==> src/rtl/tclp_pkg.sv <==
// ----------------------------------------------------------------------------
// Command line parser package
// Queue entry types, command codes and keyword tables.
// ----------------------------------------------------------------------------
package tclp_pkg;

   // Character classes produced by the front end
   localparam logic [1:0] CLASS_TOKEN = 2'd0;
   localparam logic [1:0] CLASS_GAP   = 2'd1;
   localparam logic [1:0] CLASS_END   = 2'd2;

   localparam logic [7:0] CHAR_SPACE = 8'd32;
   localparam logic [7:0] CHAR_SEMI  = 8'd59;
   localparam logic [7:0] CHAR_MINUS = 8'd45;
   localparam logic [7:0] CHAR_ZERO  = 8'd48;

   // Command kinds
   localparam logic [3:0] KIND_ERROR      = 4'd0;
   localparam logic [3:0] KIND_SPEED      = 4'd1;
   localparam logic [3:0] KIND_TARGET     = 4'd2;
   localparam logic [3:0] KIND_QUERY_BASE = 4'd3;
   localparam logic [3:0] KIND_RUN        = 4'd7;
   localparam logic [3:0] KIND_CHARGE     = 4'd9;
   localparam logic [3:0] KIND_LAST       = 4'd13;

   // First-word indexes
   localparam logic [3:0] WORD_SPEED  = 4'd0;
   localparam logic [3:0] WORD_TO     = 4'd1;
   localparam logic [3:0] WORD_QUERY  = 4'd2;
   localparam logic [3:0] WORD_START  = 4'd3;
   localparam logic [3:0] WORD_CHARGE = 4'd5;

   localparam int NUM_FIRST  = 10;
   localparam int NUM_SECOND = 4;

   localparam logic [3:0] POS_MAX = 4'd15;

   // Register indexes
   localparam logic [1:0] CSR_SPEED_HIGH = 2'd0;
   localparam logic [1:0] CSR_SPEED_LOW  = 2'd1;
   localparam logic [1:0] CSR_CHARGE_ID  = 2'd2;

   localparam logic [30:0] SPEED_HIGH_RESET = 31'd1000;

   typedef struct packed {
      logic [1:0] char_class;
      logic [7:0] char_byte;
      logic       line_long;
   } tclp_entry_type;

   typedef struct packed {
      logic [3:0]         command_kind;
      logic signed [31:0] command_value;
   } tclp_result_type;

   // Character at pos of a right-justified word of n characters
   function automatic logic [7:0] word_char(input logic [63:0] w, input logic [3:0] n,
                                           input logic [3:0] pos);
      logic [2:0] idx;
      idx = 3'(n - 4'd1 - pos);
      return w[8*idx +: 8];
   endfunction

   function automatic logic [3:0] first_len(input logic [3:0] k);
      logic [3:0] n;
      case (k)
         4'd0:    n = 4'd5;
         4'd1:    n = 4'd2;
         4'd2:    n = 4'd5;
         4'd3:    n = 4'd5;
         4'd4:    n = 4'd4;
         4'd5:    n = 4'd6;
         4'd6:    n = 4'd7;
         4'd7:    n = 4'd4;
         4'd8:    n = 4'd4;
         4'd9:    n = 4'd5;
         default: n = 4'd0;
      endcase
      return n;
   endfunction

   function automatic logic [7:0] first_char(input logic [3:0] k, input logic [3:0] pos);
      logic [63:0] w;
      case (k)
         4'd0:    w = 64'("speed");
         4'd1:    w = 64'("to");
         4'd2:    w = 64'("query");
         4'd3:    w = 64'("start");
         4'd4:    w = 64'("stop");
         4'd5:    w = 64'("charge");
         4'd6:    w = 64'("forward");
         4'd7:    w = 64'("back");
         4'd8:    w = 64'("left");
         4'd9:    w = 64'("right");
         default: w = 64'd0;
      endcase
      return word_char(w, first_len(k), pos);
   endfunction

   function automatic logic [3:0] second_len(input logic [1:0] k);
      logic [3:0] n;
      case (k)
         2'd0:    n = 4'd5;
         2'd1:    n = 4'd5;
         2'd2:    n = 4'd6;
         2'd3:    n = 4'd3;
         default: n = 4'd0;
      endcase
      return n;
   endfunction

   function automatic logic [7:0] second_char(input logic [1:0] k, input logic [3:0] pos);
      logic [63:0] w;
      case (k)
         2'd0:    w = 64'("state");
         2'd1:    w = 64'("speed");
         2'd2:    w = 64'("target");
         2'd3:    w = 64'("all");
         default: w = 64'd0;
      endcase
      return word_char(w, second_len(k), pos);
   endfunction

endpackage

==> src/rtl/tclp_fifo.sv <==
// ----------------------------------------------------------------------------
// Command line parser queue
// Small register queue with push/full and pop/empty sides.
// ----------------------------------------------------------------------------
module tclp_fifo #(
   parameter int Width = 8,
   parameter int Depth = 4
) (
   input  logic             clock,
   input  logic             reset,
   input  logic             push,
   input  logic [Width-1:0] push_data,
   output logic             full,
   input  logic             pop,
   output logic [Width-1:0] pop_data,
   output logic             empty
);

   localparam int PtrW = (Depth > 1) ? $clog2(Depth) : 1;
   localparam int CntW = $clog2(Depth + 1);
   localparam logic [PtrW-1:0] PtrLast = PtrW'(Depth - 1);
   localparam logic [CntW-1:0] CntFull = CntW'(Depth);

   logic [Width-1:0] mem_ff [Depth];
   logic [PtrW-1:0]  wr_ptr_ff, wr_ptr_in;
   logic [PtrW-1:0]  rd_ptr_ff, rd_ptr_in;
   logic [CntW-1:0]  count_ff, count_in;
   logic             do_push, do_pop;

   assign full     = (count_ff == CntFull);
   assign empty    = (count_ff == '0);
   assign pop_data = mem_ff[rd_ptr_ff];
   assign do_push  = push && !full;
   assign do_pop   = pop && !empty;

   // Advance pointers and occupancy
   always_comb begin
      wr_ptr_in = wr_ptr_ff;
      rd_ptr_in = rd_ptr_ff;
      count_in  = count_ff;
      if (do_push) begin
         wr_ptr_in = (wr_ptr_ff == PtrLast) ? '0 : wr_ptr_ff + 1'b1;
      end
      if (do_pop) begin
         rd_ptr_in = (rd_ptr_ff == PtrLast) ? '0 : rd_ptr_ff + 1'b1;
      end
      if (do_push && !do_pop) begin
         count_in = count_ff + 1'b1;
      end else if (do_pop && !do_push) begin
         count_in = count_ff - 1'b1;
      end
   end

   always_ff @(posedge clock) begin
      if (reset) begin
         wr_ptr_ff <= '0;
         rd_ptr_ff <= '0;
         count_ff  <= '0;
      end else begin
         wr_ptr_ff <= wr_ptr_in;
         rd_ptr_ff <= rd_ptr_in;
         count_ff  <= count_in;
      end
   end

   // Store the request payload
   always_ff @(posedge clock) begin
      if (do_push) begin
         mem_ff[wr_ptr_ff] <= push_data;
      end
   end

endmodule

==> src/rtl/tclp_front.sv <==
// ----------------------------------------------------------------------------
// Command line parser front end
// Classifies each character and tracks the line length.
// ----------------------------------------------------------------------------
module tclp_front
   import tclp_pkg::*;
#(
   parameter int MaxLine = 256
) (
   input  logic           clock,
   input  logic           reset,
   input  logic           req_push,
   input  logic [7:0]     req_char_byte,
   input  logic           queue_full,
   output logic           queue_push,
   output tclp_entry_type queue_entry
);

   localparam int LenW = $clog2(MaxLine + 1);
   localparam logic [LenW-1:0] LenMax = LenW'(MaxLine);

   logic [LenW-1:0] line_len_ff, line_len_in;
   logic            accept;

   assign accept     = req_push && !queue_full;
   assign queue_push = accept;

   // Classify the request
   always_comb begin
      queue_entry.char_byte = req_char_byte;
      queue_entry.line_long = (line_len_ff >= LenMax);
      case (req_char_byte)
         CHAR_SEMI:  queue_entry.char_class = CLASS_END;
         CHAR_SPACE: queue_entry.char_class = CLASS_GAP;
         default:    queue_entry.char_class = CLASS_TOKEN;
      endcase
   end

   // Count bytes before the terminator, saturating at the limit
   always_comb begin
      line_len_in = line_len_ff;
      if (accept) begin
         if (req_char_byte == CHAR_SEMI) begin
            line_len_in = '0;
         end else if (line_len_ff < LenMax) begin
            line_len_in = line_len_ff + 1'b1;
         end
      end
   end

   always_ff @(posedge clock) begin
      if (reset) begin
         line_len_ff <= '0;
      end else begin
         line_len_ff <= line_len_in;
      end
   end

endmodule

==> src/rtl/tclp_back.sv <==
// ----------------------------------------------------------------------------
// Command line parser back end
// Tokenises, matches keywords, reads numbers and builds each command.
// ----------------------------------------------------------------------------
module tclp_back
   import tclp_pkg::*;
(
   input  logic            clock,
   input  logic            reset,
   input  logic            csr_write_enable,
   input  logic [1:0]      csr_index,
   input  logic [30:0]     csr_write_data,
   input  logic            entry_valid,
   input  tclp_entry_type  entry,
   output logic            entry_pop,
   input  logic            result_full,
   output logic            result_push,
   output tclp_result_type result
);

   logic [30:0] speed_high_ff;
   logic [30:0] speed_low_ff;
   logic [15:0] charge_id_ff;

   logic [1:0]  tok_count_ff, tok_count_in;
   logic        inside_ff, inside_in;
   logic [3:0]  pos_ff, pos_in;
   logic [9:0]  first_ff, first_in;
   logic [3:0]  second_ff, second_in;
   logic [31:0] acc_ff, acc_in;
   logic        neg_ff, neg_in;

   logic        take;
   logic        is_end;

   // Line end also finishes the open token
   logic [1:0]  fin_count;
   logic [9:0]  fin_first;
   logic [3:0]  fin_second;

   assign is_end      = (entry.char_class == CLASS_END);
   assign take        = entry_valid && (!is_end || !result_full);
   assign entry_pop   = take;
   assign result_push = entry_valid && is_end && !result_full;

   // Configuration registers
   always_ff @(posedge clock) begin
      if (reset) begin
         speed_high_ff <= SPEED_HIGH_RESET;
         speed_low_ff  <= '0;
         charge_id_ff  <= '0;
      end else if (csr_write_enable) begin
         case (csr_index)
            CSR_SPEED_HIGH: speed_high_ff <= csr_write_data;
            CSR_SPEED_LOW:  speed_low_ff  <= csr_write_data;
            CSR_CHARGE_ID:  charge_id_ff  <= csr_write_data[15:0];
            default: ;
         endcase
      end
   end

   // Close the current token against the keyword lengths
   always_comb begin
      fin_count  = tok_count_ff;
      fin_first  = first_ff;
      fin_second = second_ff;
      if (inside_ff) begin
         if (tok_count_ff == 2'd0) begin
            for (int k = 0; k < NUM_FIRST; k++) begin
               if (pos_ff != first_len(4'(k))) fin_first[k] = 1'b0;
            end
         end else if (tok_count_ff == 2'd1) begin
            for (int k = 0; k < NUM_SECOND; k++) begin
               if (pos_ff != second_len(2'(k))) fin_second[k] = 1'b0;
            end
         end
         fin_count = (tok_count_ff < 2'd2) ? tok_count_ff + 2'd1 : 2'd2;
      end
   end

   // Advance the token state for one character
   always_comb begin
      logic [3:0]  pos_b;
      logic [9:0]  first_b;
      logic [3:0]  second_b;
      logic [31:0] acc_b;
      logic        neg_b;
      logic [7:0]  c;
      c        = entry.char_byte;
      pos_b    = inside_ff ? pos_ff : 4'd0;
      first_b  = (!inside_ff && tok_count_ff == 2'd0) ? '1 : first_ff;
      second_b = (!inside_ff && tok_count_ff == 2'd1) ? '1 : second_ff;
      acc_b    = (!inside_ff && tok_count_ff == 2'd1) ? '0 : acc_ff;
      neg_b    = (!inside_ff && tok_count_ff == 2'd1) ? 1'b0 : neg_ff;

      tok_count_in = tok_count_ff;
      inside_in    = inside_ff;
      pos_in       = pos_ff;
      first_in     = first_ff;
      second_in    = second_ff;
      acc_in       = acc_ff;
      neg_in       = neg_ff;

      case (entry.char_class)
         CLASS_TOKEN: begin
            inside_in = 1'b1;
            first_in  = first_b;
            second_in = second_b;
            acc_in    = acc_b;
            neg_in    = neg_b;
            pos_in    = pos_b;
            if (tok_count_ff == 2'd0) begin
               for (int k = 0; k < NUM_FIRST; k++) begin
                  if (pos_b >= first_len(4'(k)) || first_char(4'(k), pos_b) != c) begin
                     first_in[k] = 1'b0;
                  end
               end
               if (pos_b < POS_MAX) pos_in = pos_b + 4'd1;
            end else if (tok_count_ff == 2'd1) begin
               for (int k = 0; k < NUM_SECOND; k++) begin
                  if (pos_b >= second_len(2'(k)) || second_char(2'(k), pos_b) != c) begin
                     second_in[k] = 1'b0;
                  end
               end
               if (pos_b == 4'd0 && c == CHAR_MINUS) begin
                  neg_in = 1'b1;
               end else begin
                  acc_in = (acc_b << 3) + (acc_b << 1) + {24'd0, c} - {24'd0, CHAR_ZERO};
               end
               if (pos_b < POS_MAX) pos_in = pos_b + 4'd1;
            end
         end
         CLASS_GAP: begin
            tok_count_in = fin_count;
            first_in     = fin_first;
            second_in    = fin_second;
            inside_in    = 1'b0;
         end
         CLASS_END: begin
            tok_count_in = 2'd0;
            inside_in    = 1'b0;
            pos_in       = 4'd0;
            first_in     = '1;
            second_in    = '1;
            acc_in       = '0;
            neg_in       = 1'b0;
         end
         default: ;
      endcase
   end

   always_ff @(posedge clock) begin
      if (reset) begin
         tok_count_ff <= 2'd0;
         inside_ff    <= 1'b0;
         pos_ff       <= 4'd0;
         first_ff     <= '1;
         second_ff    <= '1;
         acc_ff       <= '0;
         neg_ff       <= 1'b0;
      end else if (take) begin
         tok_count_ff <= tok_count_in;
         inside_ff    <= inside_in;
         pos_ff       <= pos_in;
         first_ff     <= first_in;
         second_ff    <= second_in;
         acc_ff       <= acc_in;
         neg_ff       <= neg_in;
      end
   end

   // Build the command at line end
   always_comb begin
      logic        w_valid;
      logic [3:0]  w;
      logic        q_valid;
      logic [1:0]  q;
      logic [31:0] neg_acc;
      logic [31:0] num;
      logic [31:0] mag;
      w_valid = 1'b0;
      w       = 4'd0;
      q_valid = 1'b0;
      q       = 2'd0;
      for (int k = NUM_FIRST - 1; k >= 0; k--) begin
         if (fin_first[k]) begin
            w_valid = 1'b1;
            w       = 4'(k);
         end
      end
      for (int k = NUM_SECOND - 1; k >= 0; k--) begin
         if (fin_second[k]) begin
            q_valid = 1'b1;
            q       = 2'(k);
         end
      end
      neg_acc = 32'd0 - acc_ff;
      num     = neg_ff ? neg_acc : acc_ff;
      mag     = num[31] ? (neg_ff ? acc_ff : neg_acc) : num;

      result.command_kind  = KIND_ERROR;
      result.command_value = '1;
      if (!entry.line_long && fin_count != 2'd0 && w_valid) begin
         if (fin_count == 2'd2) begin
            if (w == WORD_SPEED) begin
               if (!(mag > {1'b0, speed_high_ff}) && !(mag < {1'b0, speed_low_ff})) begin
                  result.command_kind  = KIND_SPEED;
                  result.command_value = num;
               end
            end else if (w == WORD_TO) begin
               result.command_kind  = KIND_TARGET;
               result.command_value = num;
            end else if (w == WORD_QUERY && q_valid) begin
               result.command_kind = KIND_QUERY_BASE + {2'd0, q};
            end
         end else if (w >= WORD_START) begin
            result.command_kind = KIND_RUN + (w - WORD_START);
            if (w == WORD_CHARGE) result.command_value = {16'd0, charge_id_ff};
         end
      end
   end

endmodule

==> src/rtl/text_command_line_parser_unit.sv <==
// ----------------------------------------------------------------------------
// Text command line parser
// Splits a character stream into lines and emits one command per line.
// ----------------------------------------------------------------------------
//  channel   ports                                        moves
//  request   req_push, req_full, req_char_byte            one character
//  response  rsp_pop, rsp_empty, rsp_command_*            one command per ';'
//  config    csr_write_enable, csr_index, csr_write_data  register write
//
//  One character is taken per cycle while req_full is low; the front end
//  classifies it into a command queue, and the back end retires one queue
//  entry per cycle; each command enters the response queue as its ';' is
//  taken. Reset empties both queues and loads the register reset values.
//  A ';' waits in the command queue while the response queue is full;
//  req_full rises once the command queue is full.
// ----------------------------------------------------------------------------
module text_command_line_parser_unit
   import tclp_pkg::*;
#(
   parameter int MAX_LINE  = 256,
   parameter int CMD_DEPTH = 4,
   parameter int RSP_DEPTH = 2
) (
   input  logic               clock,
   input  logic               reset,
   input  logic               req_push,
   output logic               req_full,
   input  logic [7:0]         req_char_byte,
   input  logic               rsp_pop,
   output logic               rsp_empty,
   output logic [3:0]         rsp_command_kind,
   output logic signed [31:0] rsp_command_value,
   input  logic               csr_write_enable,
   input  logic [1:0]         csr_index,
   input  logic [30:0]        csr_write_data
);

   localparam int EntryW  = $bits(tclp_entry_type);
   localparam int ResultW = $bits(tclp_result_type);

   logic            cmd_push, cmd_full, cmd_pop, cmd_empty;
   tclp_entry_type  cmd_in_entry, cmd_out_entry;
   logic            res_push, res_full;
   tclp_result_type res_in, res_out;

   assign req_full = cmd_full;

   // Classify characters
   tclp_front #(
      .MaxLine (MAX_LINE)
   ) u_front (
      .clock         (clock),
      .reset         (reset),
      .req_push      (req_push),
      .req_char_byte (req_char_byte),
      .queue_full    (cmd_full),
      .queue_push    (cmd_push),
      .queue_entry   (cmd_in_entry)
   );

   // Decouple front and back
   tclp_fifo #(
      .Width (EntryW),
      .Depth (CMD_DEPTH)
   ) u_cmd_queue (
      .clock     (clock),
      .reset     (reset),
      .push      (cmd_push),
      .push_data (cmd_in_entry),
      .full      (cmd_full),
      .pop       (cmd_pop),
      .pop_data  (cmd_out_entry),
      .empty     (cmd_empty)
   );

   // Parse and build commands
   tclp_back u_back (
      .clock            (clock),
      .reset            (reset),
      .csr_write_enable (csr_write_enable),
      .csr_index        (csr_index),
      .csr_write_data   (csr_write_data),
      .entry_valid      (!cmd_empty),
      .entry            (cmd_out_entry),
      .entry_pop        (cmd_pop),
      .result_full      (res_full),
      .result_push      (res_push),
      .result           (res_in)
   );

   // Hold commands for the consumer
   tclp_fifo #(
      .Width (ResultW),
      .Depth (RSP_DEPTH)
   ) u_rsp_queue (
      .clock     (clock),
      .reset     (reset),
      .push      (res_push),
      .push_data (res_in),
      .full      (res_full),
      .pop       (rsp_pop),
      .pop_data  (res_out),
      .empty     (rsp_empty)
   );

   assign rsp_command_kind  = res_out.command_kind;
   assign rsp_command_value = res_out.command_value;

endmodule

==> config.mk <==
export PLATFORM = sky130hd
export DESIGN_NAME = text_command_line_parser_unit
export DESIGN_NICKNAME = d
export VERILOG_FILES = /design/src/rtl/tclp_pkg.sv /design/src/rtl/tclp_fifo.sv /design/src/rtl/tclp_front.sv /design/src/rtl/tclp_back.sv /design/src/rtl/text_command_line_parser_unit.sv
export SDC_FILE = /design/constraint.sdc
export NUM_CORES = 1
export LEC_CHECK = 0
export BUFFER_PORTS_ARGS = -buffer_cell sky130_fd_sc_hd__buf_2
export CORE_MARGIN = 4
export CORE_UTILIZATION = 68
export DETAILED_ROUTE_END_ITERATION = 12
export PLACE_DENSITY = 0.87
export SYNTH_ARGS = -nofsm -noshare
export SYNTH_HDL_FRONTEND = slang
export SYNTH_SLANG_ARGS = --single-unit
==> constraint.sdc <==
create_clock -name clock -period 7.69 [get_ports clock]
set_clock_uncertainty 0.05 [all_clocks]
set_input_delay 0.3845 -clock clock [delete_from_list [all_inputs] [get_ports clock]]
set_output_delay 0.3845 -clock clock [all_outputs]
set_load 0.01 [all_outputs]
After elaboration in Yosys (flattened, before gate mapping)
Memories as Yosys holds them, arrays and structs flattened. A register that Yosys moved wholly into a read port is not among the register bits.
Index checks and enable logic that the tools add are counted.

word-level totals
  flip-flop bits (word level) = 152
  bits in latches = 0
  bits in writable memories = 116
  memory bits (read-only) = 0
  input bits = 46
  output and inout port bits = 38
  memories = 2

memory list
  memory              words  bits a word  read ports  clocked after Yosys merged registers in  write ports  line             RTL
  u_rsp_queue.mem_ff  2      36           1           1                                        1            tclp_fifo.sv:24  logic [Width-1:0] mem_ff [Depth];
  u_cmd_queue.mem_ff  4      11           1           1                                        1            tclp_fifo.sv:24

operators by class
  add/sub/neg operators = 34
  $mul = 0
  div/mod/pow operators = 0
  magnitude comparators = 15
  eq/ne operators = 38
  shifts and indexed selects = 14
  mux-type cells = 177
  bitwise operators = 0
  reductions and logical operators = 71

operators with widths
  operator                 count
  $mux W64                 32
  $shiftx A64 B7 Y8        14
  $mux W32                 9
  $mux W4                  49
  $mux W36                 4
  $ne A8 B8 Y1             14
  $pmux W32 S2             1
  $mux W1                  54
  $mux W10                 4
  $mux W33                 1
  $add A32 B32 Y32         1
  $add A32 B8 Y32          1
  $ge A4 B4 Y1             8
  $gt A32 B31 Y1           1
  $lt A32 B31 Y1           1
  $ne A4 B4 Y1             8
  $sub A1 B32 Y32 const A  1
  $sub A32 B6 Y32 const B  1
  $pmux W10 S3             1
  $sub A3 B1 Y3 const B    9
  $eq A8 B6 Y1 const B     3
  $mux W2                  12
  $sub A3 B3 Y3            8
  $logic_and A1 B1 Y1      19
  35 further kinds         93

Logic depth before layout (Yosys ltp)
  depth in word-level cells = 24
  gate-level depth with buffers = 24
  depth with buffers taken out = 19

By module
A second synthesis with hierarchy kept.

unflattened totals
  cell total of the unflattened synthesis = 2199
  area, all modules = 18938.2 um^2

modules (own cells, without submodules)
  module                         times used  cells each  area an instance (um^2)  seq. area each (um^2)
  tclp_back                      1           1881        13392.8                  2642.5
  tclp_fifo at u_rsp_queue       1           137         2807.7                   2262.2
  tclp_fifo at u_cmd_queue       1           107         2097.0                   1501.4
  tclp_front                     1           73          636.9                    180.2
  text_command_line_parser_unit  1           1           3.8                      0.0

Least setup slack after synthesis
Ideal clock, no wire load.

  path type = reg-to-reg
  start point = register u_back.acc_ff[6]
  end point = memory u_rsp_queue.mem_ff[0][10] (netlist name), data pin
  library setup time = 0.262 ns
  arrival = 4.963 ns
  required time = 7.378 ns
  slack = 2.415 ns
  stages on the path, launching flop included = 24
  buffers on the path = 6
  clock period less this slack = 5.275 ns
  path through = dfxtp_1 buf_2 nor4_4 nand3_2 or2_1 buf_6 or4_4 buf_6 nor4_4 nand2_2 xnor2_4 buf_4 nand2_1 xnor2_1 ha_1 and3_1 a221o_1 a2111oi_0 o211a_1 nor2_1 o32ai_1 buf_2 buf_2 nand2_1

RTL lines
  item                      line              RTL
  start: declaration        tclp_back.sv:30   logic [31:0] acc_ff, acc_in;
  start signal: assignment  tclp_back.sv:167  acc_ff <= acc_in;
  end: declaration          tclp_fifo.sv:24

==> results.sh <==
export IMPL_status="finished clean"
export IMPL_core_mm2=0.0259
export IMPL_postLayoutCellArea_mm2=0.0193
export IMPL_power_leakage_uw=0.00767
export IMPL_slew_headroom_pct=16.9
export IMPL_cts_htree_levels=1
export IMPL_drc=0
export IMPL_cts_tree="built"
export IMPL_synth_seq_cells=271
export IMPL_min_to="u_cmd_queue.mem_ff[3][8]"
export IMPL_synthCells=2026
export IMPL_start_util_pct=68.9
export IMPL_critPathTopFamily="simple AND/OR/NAND/NOR gates"
export IMPL_die_x_um=170
export IMPL_worst_path_max_fanout=25
export IMPL_antenna_found_initial=0
export IMPL_post_route_cells_drive_above_1_share_pct=10.8
export IMPL_vias=15200
export IMPL_final_cell_mix="nand2_1 (335), ha_1 (182), a21oi_1 (160)"
export IMPL_tns_ns=0
export IMPL_period_needed_ns=6.64
export IMPL_critPathKind="reg -> reg"
export IMPL_r2r_slack_ns=1.05
export IMPL_routabilityCongestion=0.953
export IMPL_syn_num_nets=2261
export IMPL_clk_pin_slew_ns=0.07
export IMPL_timing_rr_end="u_rsp_queue.mem_ff[1][26]"
export IMPL_first_iter_violations=1717
export IMPL_port_buffers=83
export IMPL_regArea_mm2=0.00659
export IMPL_r2r_start="u_back.acc_ff[5]"
export IMPL_rsz0062_at_grt="no"
export IMPL_rows=59
export IMPL_drt_antenna_violating_nets=0
export IMPL_setup_viol=0
export IMPL_cts_repair_resized=0
export IMPL_setup_slack_ns=1.05
export IMPL_fp_dieH_um=170
export IMPL_crit_required_ns=7.90
export IMPL_max_freq_mhz=151
export IMPL_grt_pass1_vias=14800
export IMPL_drv_cap=0
export IMPL_hold_class="in -> reg"
export IMPL_worst_r2r_cell_count=18
export IMPL_worst_hold_path_num_cells=1
export IMPL_cts_buffers=29
export IMPL_slowest_stage="or4_4"
export IMPL_async_flop_share_pct=0
export IMPL_seq_area_frac_synth_pct=36.9
export IMPL_place_hpwl_um=34600
export IMPL_fill_cells=1897
export IMPL_synth_enable_flop_cells=116
export IMPL_syn_area_mm2=0.0178
export IMPL_synthFlopType="dfxtp_1"
export IMPL_final_common_cell="nand2_1"
export IMPL_synth_warnings=0
export IMPL_slowest_delay_ns=0.62
export IMPL_path_common_cell="nor4_4"
export IMPL_critPathBufInv=0
export IMPL_power_density_mw_per_mm2=317
export IMPL_cts_buffer_depth=3
export IMPL_drt_wl_total_um=48000
export IMPL_drv_slew=0
export IMPL_synth_area_per_cell_um2=8.81
export IMPL_fin_crit_sh_pct=86.4
export IMPL_clock_sink_count=271
export IMPL_area_growth_pct=8.32
export IMPL_ir_drop_mv=0.242
export IMPL_placed_area_mm2=0.0183
export IMPL_grt_max_degree=103
export IMPL_finalHoldViolCount=0
export IMPL_grt_usage_pct=32.4
export IMPL_io_pins=84
export IMPL_dr_pass1_iters=6
export IMPL_wl_per_cell_um=20.0
export IMPL_via_per_inst=6.35
export IMPL_cp_end_kind="flop"
export IMPL_synthDistinctLibCells=78
export IMPL_place_ws_ns=1.23
export IMPL_multi_input_area_mm2=0.0102
export IMPL_tightestPinTransition_ns=1.25
export IMPL_dieArea_mm2=0.0289
export IMPL_clock_root_buffer="clkbuf_16"
export IMPL_arrival_ns=6.85
export IMPL_utilization_pct=74.6
export IMPL_grt_pass1_wl_um=76100
export IMPL_min_delay_start="req_char_byte[7]"
export IMPL_crit_chain="nor4_4 > nand3_2 > or2_1 > or4_4 > nor4_4 > nand2_2 > xnor2_4 > o21ai_0 > xnor2_1 > ha_1 > and3_1 > a221o_1 > a2111oi_0 > o211a_1 > nor2_1 > o32ai_2 > and2_1 > nand2_1"
export IMPL_n_antenna_cell=0
export IMPL_final_nets=2278
export IMPL_worst_setup_path_start_kind="flop"
export IMPL_clock_latency_ns=0.56
export IMPL_gr_total_overflow=0
repair_timing:
item / CTS / global route
buffers inserted: 0 / 0
hold buffers: 3 / 0
hold endpoints to repair: 9 / 0
worst reg2reg max path, delay by kind of cell (launching register included):
| kind | cells | cell delay, ns |
|---|---|---|
| xor+xnor | 2 | 0.87 |
| fa+ha+maj | 1 | 0.29 |
| compound gates | 5 | 1.70 |
| simple gates | 10 | 3.03 |
| flops | 1 | 0.41 |
cell families after synthesis:
group                      after synthesis  synth area share (%)
and+or+nand+nor                        636                  16.8
AOI/OAI and AO/OA                      477                  16.3
DFF                                    271                  36.9
buffers and inverters                  268                  5.88
adders and majority gates              189                  13.5
xor gates and xnor gates               134                  6.68
muxes                                   51                  3.89
through the flow:
step	std cells	total power [uW]	hold slack, ns
floorplan	2026	3920	0.383
global placement	2344	4560	0.392
detailed placement	2344	4640	0.397
CTS	2400	6070	0.00121
global route	2400	6480	0.0107
finish	2400	6130	0.00792
layer usage:
| metal | global-route usage, % | part of all wire, % | vias up |
|---|---|---|---|
| li1 | - | - | 7149 |
| met1 | 39.9 | 39 | 7218 |
| met2 | 58.1 | 50 | 732 |
| met3 | 3.65 | 7.3 | 141 |
| met4 | 12.7 | 4.5 | 0 |
| met5 | 0 | 0 | - |
Yosys cell counts (all sizes together) (9+ instances only):
cell type    n  area, um2
nor3        31        155
or3         16        100
nand4       16        100
inv        154        578
nor2        81        304
nor3b        9       67.6
a21oi      160        801
edfxtp     116       3480
o21ai      126        631
buf         27        144
xnor2       94        842
mux4        11        248
ha         182       2280
and2        11       68.8
o31ai       20        150
mux2        36        405
nand3       32        165
a211oi      15        113
nand2b      18        113
a31oi       19        119
a22o         9       78.8
xor2        40        350
nor2b       16        100
nand2      336       1260
o22ai       13       81.3
nor4        11       98.8
or2         14       87.6
a21o        32        240
and3        11       68.8
dfxtp      155       3100
o211ai      21        158
clkbuf      84        315
flip-flops by register name, summed over array words and instances (netlist names), 3 cells and up, named ones only:
| signal | count |
|---|---|
| u_back.second_ff | 4 |
| u_cmd_queue.count_ff | 3 |
| u_back.pos_ff | 4 |
| u_front.line_len_ff | 9 |
| u_back.speed_high_ff | 31 |
| u_back.first_ff | 10 |
| u_rsp_queue.mem_ff | 72 |
| u_back.speed_low_ff | 31 |
| u_back.acc_ff | 32 |
| u_cmd_queue.mem_ff | 44 |
| u_back.charge_id_ff | 16 |
power by group:
group | total (uW) | switching [uW] | internal, uW
sequential | 1810 | 162 | 1650
combinational | 2890 | 1770 | 1120
clock | 1430 | 604 | 824
worst max path at each step:
stage                                start                        end  slack [ns]  depth (start not counted)
after floorplan           u_back.acc_ff[6]  u_rsp_queue.mem_ff[0][10]        2.42                         23
after global routing      u_back.acc_ff[5]  u_rsp_queue.mem_ff[0][26]        0.70                         18
after global placement    u_back.acc_ff[5]  u_rsp_queue.mem_ff[0][24]        1.44                         18
after CTS                 u_back.acc_ff[5]  u_rsp_queue.mem_ff[1][26]        1.19                         18
final                     u_back.acc_ff[5]  u_rsp_queue.mem_ff[1][26]        1.05                         18
after detailed placement  u_back.acc_ff[5]  u_rsp_queue.mem_ff[1][26]        1.23                         18
area by class of cell:
class,count,share of cell area [%]
clock buffer,34,4.01
clock inverter,19,1.02
inverter,157,3.05
multi-input combinational,1487,52.9
sequential,271,34.1
tap,335,2.17
timing repair buffer,97,2.75
No activity file was read; power rests on OpenSTA's default activity.
